File: src/rtl/ecsp_pkg.sv
`timescale 1ns / 1ps
`default_nettype none

package ecsp_pkg;

	// character codes
	localparam logic [7:0] CH_NUL   = 8'h00;
	localparam logic [7:0] CH_ESC   = 8'h1B;
	localparam logic [7:0] CH_LBR   = 8'h5B;
	localparam logic [7:0] CH_COMMA = 8'h2C;
	localparam logic [7:0] CH_RBR   = 8'h5D;
	localparam logic [7:0] CH_ZERO  = 8'h30;
	localparam logic [7:0] CH_NINE  = 8'h39;

	localparam int         COLOR_W  = 10;
	localparam logic [COLOR_W-1:0] DEC_BASE = COLOR_W'(10);

	// result kinds
	localparam logic KIND_CHAR  = 1'b0;
	localparam logic KIND_COLOR = 1'b1;

	// output source select
	localparam logic [1:0] OSEL_IN    = 2'd0;
	localparam logic [1:0] OSEL_COLOR = 2'd1;
	localparam logic [1:0] OSEL_PEND  = 2'd2;
	localparam logic [1:0] OSEL_HELD  = 2'd3;

	// pending buffer operations
	localparam logic [2:0] BUF_KEEP      = 3'd0;
	localparam logic [2:0] BUF_CLEAR     = 3'd1;
	localparam logic [2:0] BUF_PUSH_IN   = 3'd2;
	localparam logic [2:0] BUF_OPEN_IN   = 3'd3;
	localparam logic [2:0] BUF_OPEN_HELD = 3'd4;

	typedef struct packed {
		logic       load_out;
		logic [1:0] out_sel;
		logic       out_last;
		logic [2:0] buf_op;
		logic       acc_clear;
		logic       acc_fg;
		logic       acc_bg;
		logic       dc_clear;
		logic       dc_inc;
		logic       hold_byte;
		logic       ridx_clear;
		logic       ridx_inc;
	} ecsp_cmd_t;

	typedef struct packed {
		logic in_zero;
		logic in_esc;
		logic in_lbr;
		logic in_comma;
		logic in_rbr;
		logic in_digit;
		logic held_zero;
		logic held_esc;
		logic dc_zero;
		logic dc_full;
		logic ridx_last;
		logic out_free;
	} ecsp_status_t;

endpackage

`default_nettype wire

File: src/rtl/escape_color_sequence_parser.sv
// channel   | dir | handshake            | payload
// ----------+-----+----------------------+---------------------------------------------
// s_        | in  | s_tvalid / s_tready  | s_tdata[7:0] text_byte
// m_        | out | m_tvalid / m_tready  | m_tdata char_out, fg_color, bg_color; tuser kind
//           |     |                      | tlast last
// apb       | in  | psel penable pwrite  | paddr 0: console_active (bit 0)
//
// one byte per cycle while no sequence breaks; a color result comes out on the ']'
// a broken sequence replays its buffered bytes from the pending store, one a cycle
// as the output frees, then the breaking byte unless NUL or ESC; input stalls meanwhile
// the single output register takes the next item in the cycle the previous one leaves;
// an item waiting there stalls the input
// reset (arst_n low) returns to idle with the console detached; no clearing pass
`timescale 1ns / 1ps
`default_nettype none

module escape_color_sequence_parser #(
	parameter int MAX_DIGITS = 3
) (
	input  wire         clk,
	input  wire         arst_n,
	// input bytes
	input  wire         s_tvalid,
	output logic        s_tready,
	input  wire  [7:0]  s_tdata,   // [7:0] text_byte
	// results
	output logic        m_tvalid,
	input  wire         m_tready,
	output logic [31:0] m_tdata,   // [7:0] char_out, [17:8] fg_color, [27:18] bg_color
	output logic        m_tuser,   // [0] kind
	output logic        m_tlast,
	// config port
	input  wire         psel,
	input  wire         penable,
	input  wire         pwrite,
	input  wire  [2:0]  paddr,
	input  wire  [31:0] pwdata,
	output logic [31:0] prdata,
	output logic        pready
);
	import ecsp_pkg::*;

	logic         console_q;
	logic         cfg_wr;
	ecsp_cmd_t    cmd;
	ecsp_status_t status;

	// register 0 sits at byte address 0; address 4 is outside the map
	assign pready = 1'b1;
	assign cfg_wr = psel && penable && pwrite && pready && !paddr[2];
	assign prdata = paddr[2] ? 32'd0 : {31'd0, console_q};

	always_ff @(posedge clk or negedge arst_n) begin
		if (!arst_n)
			console_q <= 1'b0;
		else if (cfg_wr)
			console_q <= pwdata[0];
	end

	// sequencer: parse phase, replay and tail control
	ecsp_ctrl u_ctrl (
		.clk            (clk),
		.arst_n         (arst_n),
		.in_valid       (s_tvalid),
		.console_active (console_q),
		.st             (status),
		.in_ready       (s_tready),
		.cmd            (cmd)
	);

	// accumulators, pending store and output register
	ecsp_datapath #(
		.MAX_DIGITS (MAX_DIGITS)
	) u_dp (
		.clk      (clk),
		.arst_n   (arst_n),
		.in_byte  (s_tdata),
		.cmd      (cmd),
		.status   (status),
		.m_tvalid (m_tvalid),
		.m_tready (m_tready),
		.m_tdata  (m_tdata),
		.m_tuser  (m_tuser),
		.m_tlast  (m_tlast)
	);

endmodule

`default_nettype wire

File: src/rtl/ecsp_datapath.sv
`timescale 1ns / 1ps
`default_nettype none

module ecsp_datapath #(
	parameter int MAX_DIGITS = 3
) (
	input  wire                   clk,
	input  wire                   arst_n,
	input  wire  [7:0]            in_byte,
	input  wire  ecsp_pkg::ecsp_cmd_t    cmd,
	output ecsp_pkg::ecsp_status_t       status,
	output logic                  m_tvalid,
	input  wire                   m_tready,
	output logic [31:0]           m_tdata,
	output logic                  m_tuser,
	output logic                  m_tlast
);
	import ecsp_pkg::*;

	localparam int DEPTH = 2 * MAX_DIGITS + 3;
	localparam int IDX_W = $clog2(DEPTH);
	localparam int CNT_W = $clog2(DEPTH + 1);
	localparam int DC_W  = $clog2(MAX_DIGITS + 1);

	logic [7:0]         pend_q [DEPTH];
	logic [CNT_W-1:0]   pcnt_q;
	logic [IDX_W-1:0]   ridx_q;
	logic [7:0]         held_q;
	logic [COLOR_W-1:0] fg_q;
	logic [COLOR_W-1:0] bg_q;
	logic [DC_W-1:0]    dc_q;

	logic               out_valid_q;
	logic               out_kind_q;
	logic               out_last_q;
	logic [7:0]         out_char_q;
	logic [COLOR_W-1:0] out_fg_q;
	logic [COLOR_W-1:0] out_bg_q;

	logic [COLOR_W-1:0] digit_val;
	logic [7:0]         digit_off;
	logic [7:0]         sel_char;
	logic               out_free;

	assign digit_off = in_byte - CH_ZERO;
	assign digit_val = {{(COLOR_W-4){1'b0}}, digit_off[3:0]};
	assign out_free  = !out_valid_q || m_tready;

	always_comb begin
		status.in_zero   = (in_byte == CH_NUL);
		status.in_esc    = (in_byte == CH_ESC);
		status.in_lbr    = (in_byte == CH_LBR);
		status.in_comma  = (in_byte == CH_COMMA);
		status.in_rbr    = (in_byte == CH_RBR);
		status.in_digit  = (in_byte >= CH_ZERO) && (in_byte <= CH_NINE);
		status.held_zero = (held_q == CH_NUL);
		status.held_esc  = (held_q == CH_ESC);
		status.dc_zero   = (dc_q == '0);
		status.dc_full   = (dc_q == DC_W'(MAX_DIGITS));
		status.ridx_last = (CNT_W'(ridx_q) == pcnt_q - CNT_W'(1));
		status.out_free  = out_free;
	end

	always_comb begin
		case (cmd.out_sel)
			OSEL_IN:   sel_char = in_byte;
			OSEL_PEND: sel_char = pend_q[ridx_q];
			OSEL_HELD: sel_char = held_q;
			default:   sel_char = CH_NUL;
		endcase
	end

	// pending byte store, no reset
	always_ff @(posedge clk) begin
		case (cmd.buf_op)
			BUF_OPEN_IN:   pend_q[0] <= in_byte;
			BUF_OPEN_HELD: pend_q[0] <= held_q;
			BUF_PUSH_IN: begin
				if (pcnt_q < CNT_W'(DEPTH))
					pend_q[pcnt_q[IDX_W-1:0]] <= in_byte;
			end
			default: ;
		endcase
		if (cmd.hold_byte)
			held_q <= in_byte;
	end

	always_ff @(posedge clk or negedge arst_n) begin
		if (!arst_n) begin
			pcnt_q <= '0;
			ridx_q <= '0;
			fg_q   <= '0;
			bg_q   <= '0;
			dc_q   <= '0;
		end else begin
			case (cmd.buf_op)
				BUF_CLEAR:     pcnt_q <= '0;
				BUF_OPEN_IN,
				BUF_OPEN_HELD: pcnt_q <= CNT_W'(1);
				BUF_PUSH_IN: begin
					if (pcnt_q < CNT_W'(DEPTH))
						pcnt_q <= pcnt_q + CNT_W'(1);
				end
				default: ;
			endcase
			if (cmd.ridx_clear)
				ridx_q <= '0;
			else if (cmd.ridx_inc)
				ridx_q <= ridx_q + IDX_W'(1);
			if (cmd.acc_clear) begin
				fg_q <= '0;
				bg_q <= '0;
			end else if (cmd.acc_fg) begin
				fg_q <= COLOR_W'(fg_q * DEC_BASE) + digit_val;
			end else if (cmd.acc_bg) begin
				bg_q <= COLOR_W'(bg_q * DEC_BASE) + digit_val;
			end
			if (cmd.dc_clear)
				dc_q <= '0;
			else if (cmd.dc_inc)
				dc_q <= dc_q + DC_W'(1);
		end
	end

	// output register
	always_ff @(posedge clk or negedge arst_n) begin
		if (!arst_n)
			out_valid_q <= 1'b0;
		else if (cmd.load_out)
			out_valid_q <= 1'b1;
		else if (m_tready)
			out_valid_q <= 1'b0;
	end

	always_ff @(posedge clk) begin
		if (cmd.load_out) begin
			out_last_q <= cmd.out_last;
			if (cmd.out_sel == OSEL_COLOR) begin
				out_kind_q <= KIND_COLOR;
				out_char_q <= CH_NUL;
				out_fg_q   <= fg_q;
				out_bg_q   <= bg_q;
			end else begin
				out_kind_q <= KIND_CHAR;
				out_char_q <= sel_char;
				out_fg_q   <= '0;
				out_bg_q   <= '0;
			end
		end
	end

	assign m_tvalid = out_valid_q;
	assign m_tuser  = out_kind_q;
	assign m_tlast  = out_last_q;
	assign m_tdata  = {4'b0, out_bg_q, out_fg_q, out_char_q};

endmodule

`default_nettype wire

File: src/rtl/ecsp_ctrl.sv
`timescale 1ns / 1ps
`default_nettype none

module ecsp_ctrl (
	input  wire                     clk,
	input  wire                     arst_n,
	input  wire                     in_valid,
	input  wire                     console_active,
	input  wire  ecsp_pkg::ecsp_status_t st,
	output logic                    in_ready,
	output ecsp_pkg::ecsp_cmd_t     cmd
);
	import ecsp_pkg::*;

	localparam logic [1:0] ST_RUN    = 2'd0;
	localparam logic [1:0] ST_REPLAY = 2'd1;
	localparam logic [1:0] ST_TAIL   = 2'd2;

	localparam logic [1:0] PH_IDLE = 2'd0;
	localparam logic [1:0] PH_ESC  = 2'd1;
	localparam logic [1:0] PH_FG   = 2'd2;
	localparam logic [1:0] PH_BG   = 2'd3;

	logic [1:0] state_q, state_d;
	logic [1:0] phase_q, phase_d;
	logic       accept;
	logic       brk;

	assign in_ready = (state_q == ST_RUN) && st.out_free;
	assign accept   = in_valid && in_ready;

	always_comb begin
		cmd     = '0;
		cmd.out_sel = OSEL_IN;
		cmd.buf_op  = BUF_KEEP;
		state_d = state_q;
		phase_d = phase_q;
		brk     = 1'b0;
		case (state_q)
			ST_RUN: begin
				if (accept) begin
					if (!console_active) begin
						phase_d       = PH_IDLE;
						cmd.buf_op    = BUF_CLEAR;
						cmd.acc_clear = 1'b1;
						cmd.dc_clear  = 1'b1;
					end else begin
						case (phase_q)
							PH_ESC: begin
								if (st.in_lbr) begin
									cmd.buf_op    = BUF_PUSH_IN;
									cmd.acc_clear = 1'b1;
									cmd.dc_clear  = 1'b1;
									phase_d       = PH_FG;
								end else begin
									brk = 1'b1;
								end
							end
							PH_FG, PH_BG: begin
								if (st.in_digit && !st.dc_full) begin
									cmd.buf_op = BUF_PUSH_IN;
									cmd.acc_fg = (phase_q == PH_FG);
									cmd.acc_bg = (phase_q == PH_BG);
									cmd.dc_inc = 1'b1;
								end else if (phase_q == PH_FG && st.in_comma && !st.dc_zero) begin
									cmd.buf_op   = BUF_PUSH_IN;
									cmd.dc_clear = 1'b1;
									phase_d      = PH_BG;
								end else if (phase_q == PH_BG && st.in_rbr && !st.dc_zero) begin
									cmd.load_out  = 1'b1;
									cmd.out_sel   = OSEL_COLOR;
									cmd.out_last  = 1'b1;
									cmd.buf_op    = BUF_CLEAR;
									cmd.acc_clear = 1'b1;
									cmd.dc_clear  = 1'b1;
									phase_d       = PH_IDLE;
								end else begin
									brk = 1'b1;
								end
							end
							default: begin
								if (st.in_esc) begin
									cmd.buf_op = BUF_OPEN_IN;
									phase_d    = PH_ESC;
								end else if (!st.in_zero) begin
									cmd.load_out = 1'b1;
									cmd.out_sel  = OSEL_IN;
									cmd.out_last = 1'b1;
								end
							end
						endcase
						// broken sequence: keep the byte, replay the buffer
						if (brk) begin
							cmd.hold_byte  = 1'b1;
							cmd.ridx_clear = 1'b1;
							state_d        = ST_REPLAY;
						end
					end
				end
			end
			ST_REPLAY: begin
				if (st.out_free) begin
					cmd.load_out = 1'b1;
					cmd.out_sel  = OSEL_PEND;
					cmd.out_last = st.ridx_last && (st.held_zero || st.held_esc);
					cmd.ridx_inc = 1'b1;
					if (st.ridx_last) begin
						cmd.acc_clear = 1'b1;
						cmd.dc_clear  = 1'b1;
						if (st.held_esc) begin
							cmd.buf_op = BUF_OPEN_HELD;
							phase_d    = PH_ESC;
						end else begin
							cmd.buf_op = BUF_CLEAR;
							phase_d    = PH_IDLE;
						end
						state_d = (st.held_zero || st.held_esc) ? ST_RUN : ST_TAIL;
					end
				end
			end
			ST_TAIL: begin
				if (st.out_free) begin
					cmd.load_out = 1'b1;
					cmd.out_sel  = OSEL_HELD;
					cmd.out_last = 1'b1;
					state_d      = ST_RUN;
				end
			end
			default: state_d = ST_RUN;
		endcase
	end

	always_ff @(posedge clk or negedge arst_n) begin
		if (!arst_n) begin
			state_q <= ST_RUN;
			phase_q <= PH_IDLE;
		end else begin
			state_q <= state_d;
			phase_q <= phase_d;
		end
	end

	// the tail stage only ever prints a plain byte
	a_tail_plain: assert property (@(posedge clk) disable iff (!arst_n)
		(state_q == ST_TAIL) |-> (!st.held_zero && !st.held_esc))
		else $error("tail stage holds a terminator or escape");

	// replay leaves once the last buffered byte is out
	a_replay_ends: assert property (@(posedge clk) disable iff (!arst_n)
		(state_q == ST_REPLAY && st.out_free && st.ridx_last) |=> (state_q != ST_REPLAY))
		else $error("replay did not end after last buffered byte");

	// a replay starts only from an open sequence
	a_replay_from_seq: assert property (@(posedge clk) disable iff (!arst_n)
		(state_q == ST_RUN && state_d == ST_REPLAY) |-> (phase_q != PH_IDLE))
		else $error("replay started without an open sequence");

	// no input is taken while replay or tail is running
	a_input_stalls: assert property (@(posedge clk) disable iff (!arst_n)
		(state_q != ST_RUN) |-> !in_ready)
		else $error("input taken during replay");

endmodule

`default_nettype wire
File: config.mk
export PLATFORM = sky130hd
export DESIGN_NAME = escape_color_sequence_parser
export DESIGN_NICKNAME = d
export VERILOG_FILES = /design/src/rtl/ecsp_pkg.sv /design/src/rtl/escape_color_sequence_parser.sv /design/src/rtl/ecsp_datapath.sv /design/src/rtl/ecsp_ctrl.sv
export SDC_FILE = /design/constraint.sdc
export NUM_CORES = 1
export LEC_CHECK = 0
export BUFFER_PORTS_ARGS = -buffer_cell sky130_fd_sc_hd__buf_2
export CORE_UTILIZATION = 50
export CTS_CLUSTER_SIZE = 28
export DETAILED_ROUTE_END_ITERATION = 16
export HOLD_SLACK_MARGIN = 0.15
export PLACE_DENSITY = 0.73
export SYNTH_ARGS = -nofsm -noshare
export SYNTH_HDL_FRONTEND = slang
export SYNTH_SLANG_ARGS = --single-unit
File: constraint.sdc
create_clock -name clk -period 4.35 [get_ports clk]
set_input_delay 0.435 -clock clk [delete_from_list [all_inputs] [get_ports clk]]
set_output_delay 0.435 -clock clk [all_outputs]
set_load 0.01 [all_outputs]
==> flow_summary.toml <==
[floorplan]
initial_utilization_pct = 51.8
io_pins = 119
die_area_mm2 = 0.0157
core_mm2 = 0.0146
num_rows = 44
fp.dieW_um = 125
fp.dieH_um = 125

[flow_run]
maxCapViolCount = 0

[timing]
maxSlewHeadroom_pct = 26.5
fin_skew_ns = 0.00976
finalMaxSlewViolations = 0
setup_violations = 0
holdWs_ns = 0.222
worstMarginPinSlew_ns = 1.09
timing.fmax_mhz = 332
fin_crit_sh_pct = 69.2
fin_setup_tns_ns = 0
min_period_ns = 3.01
hold_violations = 0
rsz0062_at_grt = "no"

[power]
p_leak_nw = 3.33
ir_worst_vdd_mv = 0.287
power.density_mw_per_mm2 = 522

[hold_path]
worstHoldEndpoint = "console_q"
hold_path.class = "input pin to flop"
worstHoldStart = "pwdata[0]"
min_path_cells = 3

[synthesis]
ys_ff_latch = 146
syn_area_per_cell_um2 = 13.0
synthFlopType = "edfxtp_1"
synth.distinct_cells = 63
synth_area_mm2 = 0.00758
synth_edf_count = 110
postSynth.asyncResetShare_pct = 24.7
syn_inst = 585
synth_seq_area_share_pct = 55.5
ys_warn_count = 0

[cts]
cts_buffers = 17
tritoncts = "done"
cts.sinks = 146
cts_buffer_depth = 2
clk_pin_slew_ns = 0.06
htree_levels = 4
clockRootBuffer = "clkbuf_16"
worst_skew_pair.late_latency_ns = 0.43
post-cts-setup-buffers = 0

[setup_path]
cp_max_fo = 11
r2r_setup_slack_ns = 1.34
slowest_delay_ns = 0.77
crit_chain = "xor3_1, inv_1, nand4_1, o22ai_1, a211oi_1, nor4_1, buf_4"
critPathSlowestCell = "dfrtp_1"
timing.rr.end = "u_dp.pend_q[2][0]"
rr_startpoint = "u_dp.ridx_q[2]"
cp.arrival_ns = 3.13
crit_type = "flop to flop"
required_ns = 4.47
startpoint_type = "flop"
critPathCaptureType = "flop"
reg2reg_depth = 7
path_buf_inv = 2
cpLargestDelayFamily = "flip-flops"

[route]
wire_per_inst_um = 18.0
final_antenna_net_count = 0
drc_errors = 0
routed-via-count = 4808
drt_first_pass_iters = 7
via_per_inst = 5.73
routed_wl_um = 15100
drt-initial-drc-count = 521

[finish]
post-route-util_pct = 57.7
final_common_cell = "edfxtp_1"
nets = 730
diodes = 0
final_cell_mix = "edfxtp_1 (110), nor2_1 (50), buf_2 (49)"
syn2layout_area_growth_pct = 11.4
drive_above_1_share_pct = 18.5

[global_routing]
grt_max_degree = 37
first_global_vias = 4790
antenna_found_initial = 0
track_usage_pct = 20.9
grt_first_pass_wirelength_um = 25000
grt-ovfl-total = 0

[place]
io_buffers = 49
gp_congestion = 0.890
dp_hpwl_um = 10700

[status]
outcome = "finished clean"
[logic make-up (layout without fill, tap and decap cells)]
| kind of cell | after synthesis | count (layout) | share of synthesized area [%] |
|---|---|---|---|
| AND/OR/NAND/NOR | 175 | 175 | 12.7 |
| XOR/XNOR | 35 | 35 | 4.61 |
| buffers and inverters | 76 | 112 | 5.91 |
| multiplexers | 31 | 31 | 6.75 |
| adder cells (fa/ha/maj) | 37 | 37 | 6.50 |
| AO/OA/AOI/OAI | 83 | 83 | 7.92 |
| other | 2 | 36 | 0.0991 |
| flip-flops | 146 | 146 | 55.5 |
[Yosys cell counts (3+ instances only)]
cell type | number | area, µm²
nand2b_1 | 6 | 37.5
a21o_1 | 7 | 52.6
nand3_1 | 12 | 60.1
mux2i_1 | 14 | 140
nor3_1 | 11 | 55.1
or2_2 | 4 | 25.0
and2_1 | 22 | 138
xnor2_1 | 23 | 201
nor3b_1 | 5 | 37.5
nand2_1 | 26 | 97.6
fa_1 | 4 | 80.1
dfrtp_1 | 36 | 901
inv_1 | 20 | 75.1
o22ai_1 | 11 | 68.8
mux4_2 | 16 | 360
o21ai_0 | 9 | 45.0
a211oi_2 | 5 | 62.6
edfxtp_1 | 110 | 3300
a21oi_1 | 20 | 100
a221o_1 | 8 | 80.1
nor2_1 | 50 | 188
and3_1 | 3 | 18.8
nand4_1 | 8 | 50.1
nor4_1 | 3 | 18.8
buf_2 | 10 | 50.1
and4b_1 | 3 | 30.0
nor2b_1 | 8 | 50.1
ha_1 | 33 | 413
and4_1 | 4 | 35.0
buf_4 | 36 | 270
clkbuf_1 | 6 | 22.5
xor2_1 | 9 | 78.8
[worst reg2reg max path, cell delays in order (launching register included)]
cell      delay [ns]
dfrtp_1         0.77
xor3_1          0.54
inv_1           0.08
nand4_1         0.25
o22ai_1         0.44
a211oi_1        0.15
nor4_1          0.25
buf_4           0.24
[registers in the layout, indices dropped and copies added, names as in the netlist]
register,cells
u_dp.held_q,8
u_ctrl.state_q,2
u_dp.out_fg_q,10
u_dp.ridx_q,4
u_dp.bg_q,10
u_dp.m_tvalid,1
u_dp.fg_q,10
u_dp.m_tlast,1
u_ctrl.phase_q,2
u_dp.m_tuser,1
u_dp.dc_q,2
console_q,1
u_dp.pend_q,72
u_dp.out_char_q,8
u_dp.out_bg_q,10
u_dp.pcnt_q,4
[final cells by class]
| cell class | count | area [µm²] |
|---|---|---|
| Fill cell | 1191 | 6200 |
| Sequential cell | 146 | 4200 |
| Multi-Input combinational cell | 397 | 3060 |
| Clock buffer | 18 | 429 |
| Timing Repair Buffer | 61 | 338 |
| Tap cell | 184 | 230 |
| Clock inverter | 13 | 113 |
| Inverter | 20 | 75.1 |
[power by group]
group / switching [mW] / internal, mW / leakage (nW)
registers: 0.162 / 1.73 / 1.50
logic: 0.680 / 0.502 / 1.57
clock network: 0.552 / 0.780 / 0.254
total: 1.39 / 3.02 / 3.33
[stage by stage]
stage	power [mW]	std cells	cell area [µm²]	setup slack [ns]
2_1_floorplan	2.77	619	7710	1.19
3_3_place_gp	3.08	807	7890	1.24
3_5_place_dp	3.11	807	7890	1.18
4_1_cts	4.44	839	8440	1.40
5_1_grt	4.63	839	8440	1.21
6_report	4.41	839	8440	1.34
[worst max-delay path by stage]
stage	startpoint	to	cells after the start
3_3_place_gp	s_tdata[5]	u_dp.pend_q[7][2]	6
6_report	u_dp.ridx_q[2]	u_dp.pend_q[2][0]	7
5_1_grt	u_ctrl.phase_q[0]	u_dp.pend_q[7][0]	5
4_1_cts	u_dp.ridx_q[2]	u_dp.pend_q[2][0]	7
2_1_floorplan	u_dp.pcnt_q[0]	u_dp.pend_q[2][0]	9
3_5_place_dp	s_tdata[6]	u_dp.pend_q[7][6]	6
[layer usage]
metal	GRT usage, %	part of all wire [%]	up-vias
met2	32.5	47	194
met1	28.7	45	2362
met4	8.61	1.8	0
met3	4.45	6.4	27
li1	-	-	2225
met5	0	0	-
[timing repair]
action / CTS / global route
resized for setup: 0 / 0
hold endpoints to repair: 4 / 0
hold buffers: 1 / 0
setup endpoints to repair: 0 / 0
No activity file was read; power rests on OpenSTA's default activity.
